`src/rtl/assert_macros.svh`:
```
// Assertion macros shared by the list RTL.
// No dependencies; the synthesis build sees empty bodies.
`ifndef ASSERT_MACROS_SVH
`define ASSERT_MACROS_SVH

`ifndef SYNTH
`define SL_ASSERT_ALWAYS(label, clk, rst_n, expr) \
    label: assert property (@(posedge clk) disable iff (!rst_n) (expr)) \
        else $error("assertion failed: always");
`define SL_ASSERT_IMPLY(label, clk, rst_n, ante, cons) \
    label: assert property (@(posedge clk) disable iff (!rst_n) (ante) |-> (cons)) \
        else $error("assertion failed: implication");
`else
`define SL_ASSERT_ALWAYS(label, clk, rst_n, expr)
`define SL_ASSERT_IMPLY(label, clk, rst_n, ante, cons)
`endif

`endif

```
`src/rtl/sl_pkg.sv`:
```
// Types, constants and helpers for the sorted list with cursor.
// No dependencies.
package sl_pkg;

    localparam int CAPACITY     = 16;
    localparam int KEY_BITS     = 16;
    localparam int PAYLOAD_BITS = 64;
    localparam int FUNC_BITS    = 3;
    localparam int OUT_POS_W    = 5;
    localparam int IDX_W        = $clog2(CAPACITY);
    localparam int POS_W        = $clog2(CAPACITY + 2);
    localparam int S_FIELDS_W   = FUNC_BITS + KEY_BITS + PAYLOAD_BITS;
    localparam int S_TDATA_W    = (S_FIELDS_W + 7) / 8 * 8;
    localparam int M_FIELDS_W   = 2 * OUT_POS_W + KEY_BITS + PAYLOAD_BITS + 6;
    localparam int M_TDATA_W    = (M_FIELDS_W + 7) / 8 * 8;

    typedef struct packed {
        logic [KEY_BITS-1:0]     key;
        logic [PAYLOAD_BITS-1:0] payload;
    } entry_t;

    typedef enum logic [1:0] {
        SEL_HOLD,
        SEL_NEW,
        SEL_LEFT,
        SEL_RIGHT
    } cell_sel_t;

    typedef enum logic [FUNC_BITS-1:0] {
        OP_INSERT   = 3'd0,
        OP_DELETE   = 3'd1,
        OP_FIRST    = 3'd2,
        OP_LAST     = 3'd3,
        OP_ADVANCE  = 3'd4,
        OP_RETREAT  = 3'd5,
        OP_READ     = 3'd6,
        OP_READ_ALT = 3'd7
    } op_t;

    typedef enum logic [1:0] {
        STAT_OK      = 2'd0,
        STAT_FULL    = 2'd1,
        STAT_GUARD   = 2'd2,
        STAT_BLOCKED = 2'd3
    } status_t;

    typedef enum logic {
        ST_IDLE,
        ST_APPLY
    } state_t;

    typedef struct packed {
        logic             ins;
        logic             del;
        logic [IDX_W-1:0] del_idx;
    } chain_ctrl_t;

    function automatic logic [OUT_POS_W-1:0] to_out_pos(input logic [POS_W-1:0] pos);
        logic [31:0] wide;
        wide = 32'(pos);
        return wide[OUT_POS_W-1:0];
    endfunction

endpackage

```
`src/rtl/sorted_list_with_cursor.sv`:
```
// Sorted list with cursor, top level. Depends on sl_pkg, sl_chain, assert_macros.svh.
// An accepted input word is registered, then applied in ST_APPLY, which loads the
// result word into the output register; no new word is accepted until then. The apply
// step of the cell row waits while the output register still holds an untaken word.
// Reset: entry count and cursor clear to zero (head guard); cell storage is
// not cleared and holds nothing readable until written.
`include "assert_macros.svh"

module sorted_list_with_cursor
    import sl_pkg::*;
(
    input  logic                 clk,
    input  logic                 rst_n,
    input  logic                 s_tvalid,
    output logic                 s_tready,
    // func[2:0], key[18:3], payload[82:19], zero fill
    input  logic [S_TDATA_W-1:0] s_tdata,
    output logic                 m_tvalid,
    input  logic                 m_tready,
    // cursor_position[4:0], item_valid[5], cur_key[21:6], cur_payload[85:22],
    // entry_count[90:86], is_empty[91], at_first[92], at_last[93], status[95:94]
    output logic [M_TDATA_W-1:0] m_tdata
);

    state_t                state_reg, state_next;
    logic [POS_W-1:0]      count_reg, count_next;
    logic [POS_W-1:0]      cursor_reg, cursor_next;
    op_t                   func_reg;
    entry_t                new_reg;
    logic [CAPACITY-1:0]   marks_reg;
    logic                  m_tvalid_reg, m_tvalid_next;
    logic [M_TDATA_W-1:0]  m_tdata_reg, m_tdata_next;

    logic                  accept, out_free, commit;
    logic                  do_ins, do_del, use_new, item_valid;
    status_t               status;
    logic [POS_W-1:0]      cursor_dec, cur_dec;
    logic [IDX_W-1:0]      rd_idx;
    chain_ctrl_t           ctrl;
    entry_t                in_entry, rd_entry, out_entry;
    logic [CAPACITY-1:0]   marks_now;
    logic [POS_W-1:0]      ins_pos;

    assign in_entry.key     = s_tdata[FUNC_BITS +: KEY_BITS];
    assign in_entry.payload = s_tdata[FUNC_BITS + KEY_BITS +: PAYLOAD_BITS];

    assign accept   = s_tvalid && s_tready;
    assign out_free = !m_tvalid_reg || m_tready;
    assign commit   = (state_reg == ST_APPLY) && out_free;

    // next state
    always_comb
    begin
        state_next = state_reg;
        unique case (state_reg)
            ST_IDLE:  if (accept) state_next = ST_APPLY;
            ST_APPLY: if (out_free) state_next = ST_IDLE;
            default:  state_next = ST_IDLE;
        endcase
    end

    // outputs of the sequencer
    always_comb
    begin
        s_tready = (state_reg == ST_IDLE);
    end

    // operation decode
    always_comb
    begin
        count_next  = count_reg;
        cursor_next = cursor_reg;
        status      = STAT_OK;
        do_ins      = 1'b0;
        do_del      = 1'b0;
        use_new     = 1'b0;
        unique case (func_reg)
            OP_INSERT:
            begin
                if (count_reg == POS_W'(CAPACITY))
                    status = STAT_FULL;
                else
                begin
                    do_ins      = 1'b1;
                    use_new     = 1'b1;
                    count_next  = count_reg + 1'b1;
                    cursor_next = ins_pos + 1'b1;
                end
            end
            OP_DELETE:
            begin
                if (cursor_reg != '0 && cursor_reg <= count_reg)
                begin
                    do_del     = 1'b1;
                    count_next = count_reg - 1'b1;
                end
                else
                    status = STAT_GUARD;
            end
            OP_FIRST:   cursor_next = POS_W'(1);
            OP_LAST:    cursor_next = count_reg;
            OP_ADVANCE:
            begin
                if (cursor_reg < count_reg)
                    cursor_next = cursor_reg + 1'b1;
                else
                    status = STAT_BLOCKED;
            end
            OP_RETREAT:
            begin
                if (cursor_reg >= POS_W'(2))
                    cursor_next = cursor_reg - 1'b1;
                else
                    status = STAT_BLOCKED;
            end
            OP_READ, OP_READ_ALT: ;
            default: ;
        endcase
        cursor_dec = cursor_next - 1'b1;
        cur_dec    = cursor_reg - 1'b1;
        // after a delete the entry under the cursor is the old right neighbor
        rd_idx     = do_del ? cursor_reg[IDX_W-1:0] : cursor_dec[IDX_W-1:0];
        item_valid = (cursor_next != '0) && (cursor_next <= count_next);
        out_entry  = use_new ? new_reg : rd_entry;
    end

    assign ctrl.ins     = do_ins && commit;
    assign ctrl.del     = do_del && commit;
    assign ctrl.del_idx = cur_dec[IDX_W-1:0];

    sl_chain u_chain (
        .clk       (clk),
        .ctrl      (ctrl),
        .new_entry (new_reg),
        .cmp_key   (in_entry.key),
        .count     (count_reg),
        .marks     (marks_reg),
        .rd_idx    (rd_idx),
        .marks_now (marks_now),
        .ins_pos   (ins_pos),
        .rd_entry  (rd_entry)
    );

    always_comb
    begin
        m_tvalid_next = m_tvalid_reg;
        m_tdata_next  = m_tdata_reg;
        if (m_tready)
            m_tvalid_next = 1'b0;
        if (commit)
        begin
            m_tvalid_next = 1'b1;
            m_tdata_next  = M_TDATA_W'({
                status,
                cursor_next == count_next,
                cursor_next == POS_W'(1),
                count_next == '0,
                to_out_pos(count_next),
                item_valid ? out_entry.payload : {PAYLOAD_BITS{1'b0}},
                item_valid ? out_entry.key : {KEY_BITS{1'b0}},
                item_valid,
                to_out_pos(cursor_next)
            });
        end
    end

    always_ff @(posedge clk or negedge rst_n)
    begin
        if (!rst_n)
        begin
            state_reg    <= ST_IDLE;
            count_reg    <= '0;
            cursor_reg   <= '0;
            m_tvalid_reg <= 1'b0;
        end
        else
        begin
            state_reg    <= state_next;
            m_tvalid_reg <= m_tvalid_next;
            if (commit)
            begin
                count_reg  <= count_next;
                cursor_reg <= cursor_next;
            end
        end
    end

    always_ff @(posedge clk)
    begin
        m_tdata_reg <= m_tdata_next;
        if (accept)
        begin
            func_reg  <= op_t'(s_tdata[FUNC_BITS-1:0]);
            new_reg   <= in_entry;
            marks_reg <= marks_now;
        end
    end

    assign m_tvalid = m_tvalid_reg;
    assign m_tdata  = m_tdata_reg;

    `SL_ASSERT_ALWAYS(a_count_bound, clk, rst_n, count_reg <= POS_W'(CAPACITY))
    `SL_ASSERT_ALWAYS(a_cursor_bound, clk, rst_n, cursor_reg <= count_reg + 1'b1)
    `SL_ASSERT_IMPLY(a_load_after_apply, clk, rst_n, $rose(m_tvalid_reg), $past(state_reg) == ST_APPLY)
    `SL_ASSERT_IMPLY(a_no_ins_del, clk, rst_n, ctrl.ins, !ctrl.del)

endmodule

```
`src/rtl/sl_cell.sv`:
```
// One list cell: holds an entry, loads new/left/right data, compares its key.
// Depends on sl_pkg.
module sl_cell
    import sl_pkg::*;
(
    input  logic                clk,
    input  cell_sel_t           sel,
    input  entry_t              new_entry,
    input  entry_t              left_entry,
    input  entry_t              right_entry,
    input  logic [KEY_BITS-1:0] cmp_key,
    output entry_t              entry,
    output logic                gt
);

    entry_t entry_reg;
    entry_t entry_next;

    always_comb
    begin
        unique case (sel)
            SEL_HOLD:  entry_next = entry_reg;
            SEL_NEW:   entry_next = new_entry;
            SEL_LEFT:  entry_next = left_entry;
            SEL_RIGHT: entry_next = right_entry;
            default:   entry_next = entry_reg;
        endcase
    end

    always_ff @(posedge clk)
    begin
        entry_reg <= entry_next;
    end

    assign entry = entry_reg;
    assign gt    = entry_reg.key > cmp_key;

endmodule

```
`src/rtl/sl_chain.sv`:
```
// Row of list cells with per-cell shift control, insert position and read port.
// Depends on sl_pkg and sl_cell.
module sl_chain
    import sl_pkg::*;
(
    input  logic                clk,
    input  chain_ctrl_t         ctrl,
    input  entry_t              new_entry,
    input  logic [KEY_BITS-1:0] cmp_key,
    input  logic [POS_W-1:0]    count,
    input  logic [CAPACITY-1:0] marks,
    input  logic [IDX_W-1:0]    rd_idx,
    output logic [CAPACITY-1:0] marks_now,
    output logic [POS_W-1:0]    ins_pos,
    output entry_t              rd_entry
);

    entry_t          cell_q   [CAPACITY];
    entry_t          left_in  [CAPACITY];
    entry_t          right_in [CAPACITY];
    cell_sel_t       sel      [CAPACITY];
    logic [CAPACITY-1:0] gt;

    genvar g;
    generate
        for (g = 0; g < CAPACITY; g++)
        begin : g_cell
            if (g == 0)
            begin : g_head
                assign left_in[g] = new_entry;
            end
            else
            begin : g_mid
                assign left_in[g] = cell_q[g-1];
            end
            if (g == CAPACITY - 1)
            begin : g_tail
                assign right_in[g] = cell_q[g];
            end
            else
            begin : g_body
                assign right_in[g] = cell_q[g+1];
            end

            sl_cell u_cell (
                .clk         (clk),
                .sel         (sel[g]),
                .new_entry   (new_entry),
                .left_entry  (left_in[g]),
                .right_entry (right_in[g]),
                .cmp_key     (cmp_key),
                .entry       (cell_q[g]),
                .gt          (gt[g])
            );
        end
    endgenerate

    // mark: cell sits at or after the insert point (thermometer)
    always_comb
    begin
        for (int i = 0; i < CAPACITY; i++)
        begin
            marks_now[i] = (POS_W'(i) >= count) || gt[i];
        end
    end

    always_comb
    begin
        logic prev;
        ins_pos = '0;
        for (int i = 0; i < CAPACITY; i++)
        begin
            prev = (i == 0) ? 1'b0 : marks[i-1];
            sel[i] = SEL_HOLD;
            if (ctrl.ins)
            begin
                if (marks[i] && prev)
                    sel[i] = SEL_LEFT;
                else if (marks[i])
                    sel[i] = SEL_NEW;
            end
            else if (ctrl.del && (IDX_W'(i) >= ctrl.del_idx))
            begin
                sel[i] = SEL_RIGHT;
            end
            if (marks[i] && !prev)
                ins_pos = ins_pos | POS_W'(i);
        end
    end

    assign rd_entry = cell_q[rd_idx];

endmodule
```
`config.mk`:
```
export PLATFORM = sky130hd
export DESIGN_NAME = sorted_list_with_cursor
export DESIGN_NICKNAME = d
export VERILOG_FILES = /design/src/rtl/sl_pkg.sv /design/src/rtl/sorted_list_with_cursor.sv /design/src/rtl/sl_cell.sv /design/src/rtl/sl_chain.sv
export VERILOG_INCLUDE_DIRS = /design/src /design/src/rtl
export SDC_FILE = /design/constraint.sdc
export NUM_CORES = 2
export LEC_CHECK = 0
export BUFFER_PORTS_ARGS = -buffer_cell sky130_fd_sc_hd__buf_2
export CAP_MARGIN = 20
export CORE_AREA = 2 2 535 537
export DETAILED_ROUTE_END_ITERATION = 8
export DIE_AREA = 0 0 537 539
export GPL_TIMING_DRIVEN = 0
export PLACE_DENSITY_LB_ADDON = 0.12
export SKIP_LAST_GASP = 1
export SYNTH_ARGS = -nofsm -noshare
export SYNTH_HDL_FRONTEND = slang
export SYNTH_SLANG_ARGS = --single-unit
export TNS_END_PERCENT = 10
```
`constraint.sdc`:
```
create_clock -name clk -period 11.5 [get_ports clk]
set_input_delay 2.3 -clock clk [delete_from_list [all_inputs] [get_ports clk]]
set_output_delay 2.3 -clock clk [all_outputs]
set_load 0.01 [all_outputs]
```
==> metrics.txt <==
outcome=completed; Area contributors post-synth=edfxtp_1, nand2_1, a22oi_1; DP Wirelength=328000 um; Worst Skew=0.0674 ns; Max Clk Rate=133 MHz; Cell Area, Synth=84700 um^2; most numerous cell in the Yosys netlist=nand2_1; CP max FO=15; Max VDD drop=0.322 mV; GR Overflow Total=0; DRT Wirelength=435000 um; Initial Util=29.8%; Fin. Hold Viols=0; Final Non-Filler Cells=12532; # clock sinks=1487; prevailing post-synth register cell=edfxtp_1; Setup Buffers After CTS=0; Combinational Power Share=54.7%; reg-to-reg critical path endpoint=m_tdata[14]; Layout fillers=28583; DR iter-0 viols=10206; crit start category=flip-flop; Tmin final=7.52 ns; ys async rst share=0.807%; CP max stage cell=a211oi_1; fin. max-slew vios=0; number of synthesized flops with an enable pin=1475; full die area=289000 um^2; HP Start=m_tvalid; Final GP Congestion=0.943; Worst EP arrival=8.14 ns; Antenna Nets Post-Route=0; Max-slew headroom=12.4%; WP data required=12.12 ns; switching power total=14800 uW; Ports=190; FF-to-FF Start=count_reg[3]; die width=537 um; CTS max path bufs=4; number of global-route vias before repair=70373; area share of the largest cell type after synthesis=52.3%; pin count of the biggest net entering global routing=57; Unique masters post-synth=88; Syn Inst Count=8058; count of state elements after synthesis=1487; CTS-repair resized insts=0; Mean Syn Cell Area=10.5 um^2; Root Driver=clkbuf_16; reg2reg setup slack=3.98 ns; Buf+Inv Stages, Crit Path=7; CP peak stage delay=0.83 ns; Clock Latency Late Sink=0.92 ns; commonest cells in the netlist=nand2_1, edfxtp_1, a22oi_1; GRT Total Usage=29.1%; WHS Path Cells=2; CP delay by family, top=buffers and inverters; DR pass1 iterations=8; dpl cells=12127; hold_buf cts=0; CTS tree=yes; hold endpoint=m_tvalid; reg2reg path depth=21; Post-DP Area=93100 um^2; yosys warns=0; share of layout cells above drive strength 1=13.8%; total core area=284000 um^2; Crit. Startpoint=count_reg[3]; Final Util=35.0%; Largest register FFs=1280; sequential-to-total area share from yosys stat=52.7%; fin crit share=65.4%; Max Cap Viol=0; worst-path cell chain=clkbuf_1, inv_1, ha_1, and4_1, a221oi_2, buf_4, o21ai_0, a211oi_1, ha_1, inv_1, nor3_1, a21boi_0, a211oi_2, nand3b_4, buf_4, buf_4, buf_2, nand2_1, nand3_1, nand3_1, a221oi_2; worst slew pin tran=1.30 ns; row count=196; initial antenna violation count=29; Die H=539 um; Pwr Density=313 nW/um^2; unrepaired setup endpoints after global routing=no; leakage power=0.0378 uW; CTS buffer count=195; Internal=16300 uW; H-tree Lvls=4; Worst-path clk slew=0.05 ns; port buffer count=184; Crit Path Category=flip-flop to flip-flop; first-pass GRT wire length=591000 um; sequential power share=25.7%; endpoints failing setup=0; Post-Syn Nets=8431; Critical Path End Type=flip-flop; most frequent CP cell=buf_4; nets@finish=8939; drt drc=0; P&R area growth vs syn=17.3%; Clk pwr share=19.7%; vias per cell=5.86; top cell type by total area after synthesis=edfxtp_1; Wirelength per Cell=34.7 um; worst min path class=flip-flop to flip-flop; finished layout cell area=99300 um^2; Sw Ratio=47.6%; via count=73393
worst reg2reg max path, stage by stage (launching register included):
cell and delay, ns:
dfrtp_1 0.41, clkbuf_1 0.49, inv_1 0.34, ha_1 0.38
and4_1 0.22, a221oi_2 0.39, buf_4 0.27, o21ai_0 0.09
a211oi_1 0.83, ha_1 0.35, inv_1 0.10, nor3_1 0.34
a21boi_0 0.28, a211oi_2 0.10, nand3b_4 0.15, buf_4 0.40
buf_4 0.68, buf_2 0.49, nand2_1 0.10, nand3_1 0.09
nand3_1 0.27, a221oi_2 0.52
metrics by stage:
stage	setup slack, ns	TNS, ns	hold WS [ns]	total power [uW]
detailed placement	4.18	0	0.535	24600
finish	3.98	0	0.529	31000
CTS	4.19	0	0.550	30800
global route	3.75	0	0.567	32100
global placement	-4.28	-921.35	0.493	24300
floorplan	4.32	0	0.506	17100
cells in the final DEF, fill, tap and decap left out, drive strengths merged, types with 12 or more instances in the layout:
| cell type | n |
|---|---|
| inv | 69 |
| clkinv | 82 |
| dfrtp | 12 |
| nor2 | 156 |
| buf | 594 |
| ha | 281 |
| nor2b | 45 |
| clkbuf | 687 |
| nand3 | 279 |
| nand2 | 2774 |
| nor3 | 21 |
| o21a | 75 |
| bufinv | 14 |
| edfxtp | 1475 |
| mux2 | 159 |
| and3 | 24 |
| a21oi | 55 |
| o22ai | 22 |
| o21ai | 73 |
| a32oi | 83 |
| mux4 | 160 |
| a22oi | 1201 |
| mux2i | 84 |
| nand2b | 24 |
| a21o | 38 |
| and4 | 13 |
| a221oi | 83 |
| nand4 | 42 |
| diode | 51 |
per-layer routing:
metal	part of all wire, %	wire, um	GRT usage [%]
met1	41	180000	39.1
met2	44	192000	44.5
met3	9.6	41700	6.72
met4	4.9	21100	12.8
met5	0.0074	32	0
worst max-delay path by stage:
stage | end | cells after the start
after CTS | m_tdata[72] | 21
after floorplan | func_reg[0] | 1
final | m_tdata[14] | 21
after global placement | u_chain.g_cell[14].u_cell.entry[7] | 8
after detailed placement | m_tdata[72] | 21
after global routing | m_tdata[72] | 21
power groups by stage:
stage               Combinational (uW)  Clock (uW)  Sequential, uW
finish                           17000        6110            7960
global route                     17700        6380            8020
CTS                              16600        6200            7940
detailed placement               16600           0            8040
global placement                 16100           0            8180
floorplan                         9180           0            7950
area by class of cell:
type | instances | area [um^2] | area share [%]
tap | 3762 | 4710 | 4.74
multi-input combinational | 5784 | 37000 | 37.3
sequential | 1487 | 44600 | 44.9
antenna | 51 | 128 | 0.128
inverter | 63 | 246 | 0.248
clock buffer | 246 | 5160 | 5.19
buffer | 724 | 3160 | 3.18
timing repair buffer | 311 | 3440 | 3.46
clock inverter | 104 | 900 | 0.906
kinds of logic after synthesis:
family          Yosys count  share of synthesized area (%)
mux                     403                           7.38
flops                  1487                           52.7
compound gates         1681                           15.5
fa+ha+maj               281                           4.15
buf+inv                 787                           3.96
simple gates           3411                           16.2
xor+xnor                  8                         0.0916
No activity file was read; power rests on OpenSTA's default activity.
